<file path="src/sfr_pkg.sv">
`timescale 1ns / 1ps
// ----------------------------------------------------------------------------
// sfr_pkg: shared types and constants of the stream find-and-replace block
// Holds the transaction payload structs, the configuration record and the
// configuration register indexes.
// ----------------------------------------------------------------------------
package sfr_pkg;

  // Width of the configuration write index and data.
  localparam int CFG_INDEX_W = 2;
  localparam int CFG_DATA_W  = 64;

  // Configuration register indexes.
  localparam logic [CFG_INDEX_W-1:0] CFG_PATTERN_BYTES      = 2'd0;
  localparam logic [CFG_INDEX_W-1:0] CFG_PATTERN_LENGTH     = 2'd1;
  localparam logic [CFG_INDEX_W-1:0] CFG_REPLACEMENT_BYTES  = 2'd2;
  localparam logic [CFG_INDEX_W-1:0] CFG_REPLACEMENT_LENGTH = 2'd3;

  // Input transaction: one text byte and the end-of-text flag.
  typedef struct packed {
    logic [7:0] text_byte;
    logic       final_byte;
  } sfr_in_t;

  // Result transaction.
  typedef struct packed {
    logic [7:0] out_byte;
    logic       out_valid;
    logic       out_last;
  } sfr_out_t;

  // Configuration registers as seen by the matching logic.
  typedef struct packed {
    logic [63:0] pattern_bytes;
    logic [3:0]  pattern_length;
    logic [63:0] replacement_bytes;
    logic [3:0]  replacement_length;
  } sfr_cfg_t;

endpackage

</file>
<file path="src/stream_find_and_replace.sv">
`timescale 1ns / 1ps
// ----------------------------------------------------------------------------
// stream_find_and_replace: streaming byte find-and-replace
// Replaces non-overlapping occurrences of a configured pattern in a byte
// stream with a configured replacement text, from left to right.
// ----------------------------------------------------------------------------
// Usage:
//   Text enters on the in_ channel, one byte per transaction, with final_byte
//   set on the last byte. Results leave on the out_ channel, one byte per
//   transaction; out_last marks the final result of a text, and a text end
//   that releases no byte gives a single result with out_valid clear.
//   The pattern and replacement are written through the cfg_ port while the
//   block is idle.
//   An input byte is compared with the pattern in the cycle it is accepted,
//   and its first result is offered in the next cycle. A byte that causes k
//   results holds them all in the output register; in_stall is held
//   until the last of them is being taken, so plain pass-through runs at one
//   byte per cycle and replacement or flush bursts run at one result per
//   cycle. A byte that causes no result leaves in_stall low.
//   When the receiver stalls, the current result holds and the input stays
//   stalled for as long as any result of the burst is still waiting.
//   Reset empties the window and the output register and clears all
//   configuration registers to zero, which is pass-through.
// ----------------------------------------------------------------------------
module stream_find_and_replace #(
  parameter int MAX_PATTERN     = 8,
  parameter int MAX_REPLACEMENT = 8
) (
  input  logic                                  clk,
  input  logic                                  rst_n,
  input  logic                                  cfg_wr_en,
  input  logic [sfr_pkg::CFG_INDEX_W-1:0]       cfg_index,
  input  logic [sfr_pkg::CFG_DATA_W-1:0]        cfg_wdata,
  input  logic                                  in_valid,
  output logic                                  in_stall,
  input  sfr_pkg::sfr_in_t                      in_data,
  output logic                                  out_valid,
  input  logic                                  out_stall,
  output sfr_pkg::sfr_out_t                     out_data
);
  import sfr_pkg::*;

  localparam int BUF = (MAX_PATTERN > MAX_REPLACEMENT) ? MAX_PATTERN : MAX_REPLACEMENT;
  localparam int CW  = $clog2(BUF + 1);

  sfr_cfg_t                cfg_r;
  sfr_out_t [BUF-1:0]      res_list;
  logic     [CW-1:0]       res_cnt;
  sfr_out_t [BUF-1:0]      buf_r;
  logic     [CW-1:0]       rem_r;
  logic                    in_take;
  logic                    out_take;

  // Configuration registers.
  always_ff @(posedge clk) begin
    if (!rst_n) begin
      cfg_r <= '0;
    end else if (cfg_wr_en) begin
      case (cfg_index)
        CFG_PATTERN_BYTES:      cfg_r.pattern_bytes      <= cfg_wdata;
        CFG_PATTERN_LENGTH:     cfg_r.pattern_length     <= cfg_wdata[3:0];
        CFG_REPLACEMENT_BYTES:  cfg_r.replacement_bytes  <= cfg_wdata;
        CFG_REPLACEMENT_LENGTH: cfg_r.replacement_length <= cfg_wdata[3:0];
        default: begin
        end
      endcase
    end
  end

  // Handshakes: a new byte is taken once the burst in hand is finishing.
  assign out_valid = (rem_r != '0);
  assign out_take  = out_valid && !out_stall;
  assign in_stall  = !((rem_r == '0) || ((rem_r == CW'(1)) && !out_stall));
  assign in_take   = in_valid && !in_stall;

  sfr_window #(
    .MAX_PATTERN     (MAX_PATTERN),
    .MAX_REPLACEMENT (MAX_REPLACEMENT)
  ) u_window (
    .clk      (clk),
    .rst_n    (rst_n),
    .accept   (in_take),
    .item     (in_data),
    .cfg      (cfg_r),
    .res_list (res_list),
    .res_cnt  (res_cnt)
  );

  // Output register: the burst of results, shifted out one per transaction.
  always_ff @(posedge clk) begin
    if (in_take) begin
      buf_r <= res_list;
    end else if (out_take) begin
      buf_r <= buf_r >> $bits(sfr_out_t);
    end
  end

  always_ff @(posedge clk) begin
    if (!rst_n) begin
      rem_r <= '0;
    end else if (in_take) begin
      rem_r <= res_cnt;
    end else if (out_take) begin
      rem_r <= rem_r - CW'(1);
    end
  end

  assign out_data = buf_r[0];

endmodule

</file>
<file path="src/sfr_window.sv">
`timescale 1ns / 1ps
// ----------------------------------------------------------------------------
// sfr_window: match window and per-byte result builder
// Holds the window of recent text bytes, compares it with the pattern when
// it is full and builds the list of result transactions that one input byte
// causes, together with the updated window.
// ----------------------------------------------------------------------------
module sfr_window #(
  parameter int MAX_PATTERN     = 8,
  parameter int MAX_REPLACEMENT = 8
) (
  input  logic                                    clk,
  input  logic                                    rst_n,
  input  logic                                    accept,
  input  sfr_pkg::sfr_in_t                        item,
  input  sfr_pkg::sfr_cfg_t                       cfg,
  output sfr_pkg::sfr_out_t [((MAX_PATTERN > MAX_REPLACEMENT) ?
                              MAX_PATTERN : MAX_REPLACEMENT)-1:0] res_list,
  output logic [$clog2(((MAX_PATTERN > MAX_REPLACEMENT) ?
                        MAX_PATTERN : MAX_REPLACEMENT) + 1)-1:0] res_cnt
);
  import sfr_pkg::*;

  localparam int BUF = (MAX_PATTERN > MAX_REPLACEMENT) ? MAX_PATTERN : MAX_REPLACEMENT;
  localparam int CW  = $clog2(BUF + 1);
  localparam int FW  = $clog2(MAX_PATTERN + 1);

  logic [MAX_PATTERN-1:0][7:0] win_r;
  logic [MAX_PATTERN-1:0][7:0] win_nxt;
  logic [FW-1:0]               fill_r;
  logic [FW-1:0]               fill_nxt;

  logic [BUF-1:0][7:0] pushed;
  logic [BUF-1:0][7:0] shifted;
  logic [FW-1:0]       plen;
  logic [CW-1:0]       rlen;
  logic [FW-1:0]       n;
  logic [FW-1:0]       cnt;
  logic                match;
  logic [CW-1:0]       cnt_out;

  // Clamp the configured lengths to what the hardware holds.
  always_comb begin
    if (cfg.pattern_length > 4'(MAX_PATTERN)) begin
      plen = FW'(MAX_PATTERN);
    end else begin
      plen = FW'(cfg.pattern_length);
    end
    if (cfg.replacement_length > 4'(MAX_REPLACEMENT)) begin
      rlen = CW'(MAX_REPLACEMENT);
    end else begin
      rlen = CW'(cfg.replacement_length);
    end
  end

  // Window with the new byte appended; entries past the fill read as zero.
  always_comb begin
    for (int i = 0; i < BUF; i++) begin
      if (i < MAX_PATTERN && FW'(i) < fill_r) begin
        pushed[i] = win_r[i];
      end else if (i < MAX_PATTERN && FW'(i) == fill_r) begin
        pushed[i] = item.text_byte;
      end else begin
        pushed[i] = 8'h00;
      end
    end
    n = fill_r + FW'(1);
  end

  // Parallel compare of the full window with the pattern.
  always_comb begin
    match = (plen != '0) && (n == plen);
    for (int i = 0; i < MAX_PATTERN; i++) begin
      if (FW'(i) < plen && pushed[i] != cfg.pattern_bytes[8*i +: 8]) begin
        match = 1'b0;
      end
    end
  end

  // Number of window bytes released by this byte.
  always_comb begin
    if (item.final_byte && !match) begin
      cnt = n;
    end else if (plen == '0) begin
      cnt = n;
    end else if (n > plen) begin
      cnt = n - plen + FW'(1);
    end else if (n == plen && !match) begin
      cnt = FW'(1);
    end else begin
      cnt = '0;
    end
  end

  // Result list: replacement text on a match, else the oldest window bytes.
  always_comb begin
    if (match) begin
      cnt_out = rlen;
    end else begin
      cnt_out = CW'(cnt);
    end
    for (int i = 0; i < BUF; i++) begin
      if (match) begin
        res_list[i].out_byte = cfg.replacement_bytes[8*i +: 8];
      end else begin
        res_list[i].out_byte = pushed[i];
      end
      res_list[i].out_valid = 1'b1;
      res_list[i].out_last  = item.final_byte && (CW'(i) == cnt_out - CW'(1));
    end
    res_cnt = cnt_out;
    // An end of text that releases nothing still gives one marker result.
    if (item.final_byte && cnt_out == '0) begin
      res_list[0].out_byte  = 8'h00;
      res_list[0].out_valid = 1'b0;
      res_list[0].out_last  = 1'b1;
      res_cnt               = CW'(1);
    end
  end

  // Remaining window after the released bytes are shifted out.
  always_comb begin
    shifted = pushed >> {cnt, 3'b000};
    for (int i = 0; i < MAX_PATTERN; i++) begin
      win_nxt[i] = shifted[i];
    end
    if (item.final_byte || match) begin
      fill_nxt = '0;
    end else begin
      fill_nxt = n - cnt;
    end
  end

  // Window contents need no reset: only entries below the fill are read.
  always_ff @(posedge clk) begin
    if (accept) begin
      win_r <= win_nxt;
    end
  end

  always_ff @(posedge clk) begin
    if (!rst_n) begin
      fill_r <= '0;
    end else if (accept) begin
      fill_r <= fill_nxt;
    end
  end

endmodule
</file>
<file path="config.mk">
export PLATFORM = sky130hd
export DESIGN_NAME = stream_find_and_replace
export DESIGN_NICKNAME = d
export VERILOG_FILES = /design/src/sfr_pkg.sv /design/src/stream_find_and_replace.sv /design/src/sfr_window.sv
export SDC_FILE = /design/constraint.sdc
export NUM_CORES = 1
export LEC_CHECK = 0
export BUFFER_PORTS_ARGS = -buffer_cell sky130_fd_sc_hd__buf_4
export CAP_MARGIN = 0
export CORE_UTILIZATION = 30
export CTS_CLUSTER_DIAMETER = 60
export CTS_CLUSTER_SIZE = 12
export DETAILED_ROUTE_END_ITERATION = 8
export PLACE_DENSITY = 0.42
export SETUP_SLACK_MARGIN = 0.05
export SYNTH_ARGS = -nofsm -noshare
export SYNTH_HDL_FRONTEND = slang
export SYNTH_HIERARCHICAL = 1
export SYNTH_SLANG_ARGS = --single-unit
</file>
<file path="constraint.sdc">
create_clock -name clk -period 6.3 [get_ports clk]
set_input_delay 0.945 -clock clk [delete_from_list [all_inputs] [get_ports clk]]
set_output_delay 0.945 -clock clk [all_outputs]
set_load 0.02 [all_outputs]
</file>
==> impl_metrics.py <==
metrics = {
    "status": {
        "outcome": "complete, no violations",
    },
    "route": {
        "first_iter_violations": 1473,
        "wl_um": 63200,
        "final_antenna_net_count": 0,
        "dr_total_vias": 14300,
        "wl_per_cell_um": 23.3,
        "viasPerCell": 5.26,
        "drc_errors": 0,
        "drtPass1Iterations": 6,
    },
    "floorplan": {
        "fp.dieArea_um2": 55800,
        "core_area_um2": 54000,
        "die_y_um": 236,
        "initial_core_util_pct": 30.5,
        "fp-row-count": 85,
        "num_io_pins": 92,
        "die_w_um": 236,
    },
    "place": {
        "io_buffers": 91,
        "place.gp.congestion": 0.921,
        "dp_hpwl_um": 44800,
    },
    "synthesis": {
        "synth_edf_count": 144,
        "yosys_warnings": 6,
        "synthCells": 1940,
        "syn_avg_cell_area_um2": 8.49,
        "synthFlopType": "edfxtp_1",
        "synth-seq-cells": 288,
        "async_reset_ff_share_pct": 0,
        "synth.yosys.seq_area_share_pct": 43.8,
        "syn_area_um2": 16500,
        "synth_cell_types": 83,
    },
    "sta": {
        "setup_viol": 0,
        "max_freq_mhz": 169,
        "setup_tns_ns": 0,
        "fin_crit_sh_pct": 93.7,
        "hold_viol_final": 0,
        "hold_slack_ns": 0.466,
        "slew_violations": 0,
        "relSlewSlack_pct": 35.3,
        "rsz0062_at_grt": "false",
        "finClkSkew_ns": 0.0265,
        "worst_slew_pin_slew_ns": 0.970,
        "fin_crit_ns": 5.90,
    },
    "global_routing": {
        "antenna_found_initial": 0,
        "grt_pass1_vias": 13900,
        "overflow": 0,
        "grt_start_max_net_pins": 81,
        "grt_pass1_wl_um": 93900,
        "grt_usage_pct": 22.5,
    },
    "clock_network": {
        "numCtsBuffers": 38,
        "ctsHoldBuffers": 0,
        "clkTransAtPathRegs_ns": 0.05,
        "root_buffer": "clkbuf_16",
        "post_cts_resized": 0,
        "cts_tree": "built",
        "clock_latency_ns": 0.57,
        "postCtsSetupBuffers": 0,
        "htree_num_levels": 2,
        "clockBufferDepth": 3,
        "cts_sinks": 288,
    },
    "setup_path": {
        "critPathCaptureType": "flop",
        "worstPathRequired_ns": 6.55,
        "crit_fanout": 59,
        "start_kind": "flop",
        "worstSetupPathType": "reg2reg",
        "crit_arrival_ns": 6.15,
        "reg2regPathDepth": 14,
    },
    "layout": {
        "final_common_cell": "nand2_1",
        "antenna_cells": 0,
        "drive_above_1_share_pct": 13.9,
        "area_growth_pct": 16.6,
        "fillers": 5671,
        "layout_common_cells": "543 x nand2_1, 153 x buf_4, 144 x edfxtp_1",
        "fin_nets": 2090,
    },
    "min_path": {
        "hold_class": "reg2reg",
        "holdPathStages": 2,
    },
    "job": {
        "maxCapViolCount": 0,
    },
    "power": {
        "peakVddDrop_mv": 0.214,
        "fin_total_pwr_mw": 7.21,
        "p_leak_nw": 7.78,
        "p_per_area_nw_per_um2": 375,
    },
}
## registers in the layout (all words and copies together) (netlist names)
register,cells
u_window/win_r,64
rem_r,4
u_window/fill_r,4
buf_r,70
cfg_r,136
out_data,10
## where the power goes
group	internal (mW)	switching [mW]
clock network	1.38	0.911
registers	2.65	0.217
logic	0.642	1.40
## metrics by stage
stage          util [%]  instances  cell area (um2)  worst slack (ns)
2_1_floorplan         -       1946            16500             0.527
3_3_place_gp       33.1       2647            17900             0.604
3_5_place_dp       33.1       2647            17900             0.576
4_1_cts            35.5       2716            19200             0.551
5_1_grt            35.5       2716            19200             0.208
6_report           35.5       2716            19200             0.399
## critical path: stages, from the launching register on
cell and delay, ns:
dfxtp_1 0.80, ha_1 0.62, or3_4 0.37, mux2_2 0.25
o221ai_1 0.11, or3_1 0.46, or3_1 0.35, nor4_2 0.36
o211ai_2 0.22, a21oi_4 0.28, mux2i_4 0.34, buf_4 0.53
nor3_1 0.10, a21oi_1 0.48, o22ai_1 0.25
## final timing paths
kind | start | end | slack, ns
max | u_window/fill_r[1] | u_window/win_r[10] | 0.40
max reg2reg | u_window/fill_r[1] | u_window/win_r[10] | 0.40
min | cfg_r[53] | cfg_r[53] | 0.47
min reg2reg | cfg_r[53] | cfg_r[53] | 0.47
## synth_stat cells (4+ instances only)
cell / count / share of area [%]
xnor2_1: 37 / 2.0
o21ai_0: 35 / 1.1
nand3b_1: 13 / 0.59
nor2b_1: 17 / 0.65
edfxtp_1: 144 / 26
a21boi_0: 129 / 5.9
a211oi_2: 8 / 0.61
o22ai_1: 26 / 0.99
nor4bb_1: 9 / 0.55
o21ai_1: 8 / 0.24
buf_1: 4 / 0.091
dfxtp_1: 144 / 18
a21o_1: 5 / 0.23
a31oi_1: 22 / 0.84
nand2b_1: 5 / 0.19
buf_4: 27 / 1.2
inv_2: 5 / 0.11
a221o_1: 7 / 0.43
xor2_1: 28 / 1.5
a221oi_1: 4 / 0.21
nand3_1: 18 / 0.55
or3_1: 14 / 0.53
and2_1: 30 / 1.1
buf_2: 50 / 1.5
ha_1: 16 / 1.2
clkbuf_1: 68 / 1.5
nand2_1: 543 / 12
mux2i_1: 51 / 3.1
a211oi_1: 17 / 0.77
a21oi_1: 111 / 3.4
o21a_1: 7 / 0.32
a22oi_1: 17 / 0.77
and3_1: 29 / 1.1
nor3_1: 13 / 0.40
o211ai_1: 5 / 0.23
nor2_1: 132 / 3.0
nand4b_1: 8 / 0.43
or2_2: 4 / 0.15
mux2_2: 23 / 1.6
nor4_1: 11 / 0.42
inv_1: 40 / 0.91
## per-layer routing
layer	routed length, um	global-route usage, %	share of wire, %	up-vias
li1	-	-	-	6798
met1	28500	30.0	45	6949
met2	29800	37.4	47	439
met3	3010	2.93	4.8	101
met4	1890	7.42	3.0	0
met5	0	0	0	-
## cells by family (layout without fill, tap and decap cells)
| kind of cell | after synthesis | after routing | share of synthesized area [%] |
|---|---|---|---|
| muxes | 75 | 75 | 4.76 |
| xor gates and xnor gates | 65 | 65 | 3.46 |
| adders and majority gates | 19 | 19 | 1.58 |
| AOI/OAI and AO/OA | 431 | 431 | 17.7 |
| buffers and inverters | 197 | 271 | 5.62 |
| DFF | 288 | 288 | 43.8 |
| and+or+nand+nor | 864 | 864 | 23.1 |
| other | 1 | 7 | 0.0228 |
## final cells by class
cell class                      instances  area (um2)  area share (%)
Tap cell                              696         871            4.54
Inverter                               45         171           0.893
Timing Repair Buffer                  157        1230            6.40
Clock buffer                           51        1120            5.81
Multi-Input combinational cell       1461        8400            43.8
Clock inverter                         18         199            1.04
Sequential cell                       288        7210            37.6
Note: power is estimated with default switching activity, not from simulation.
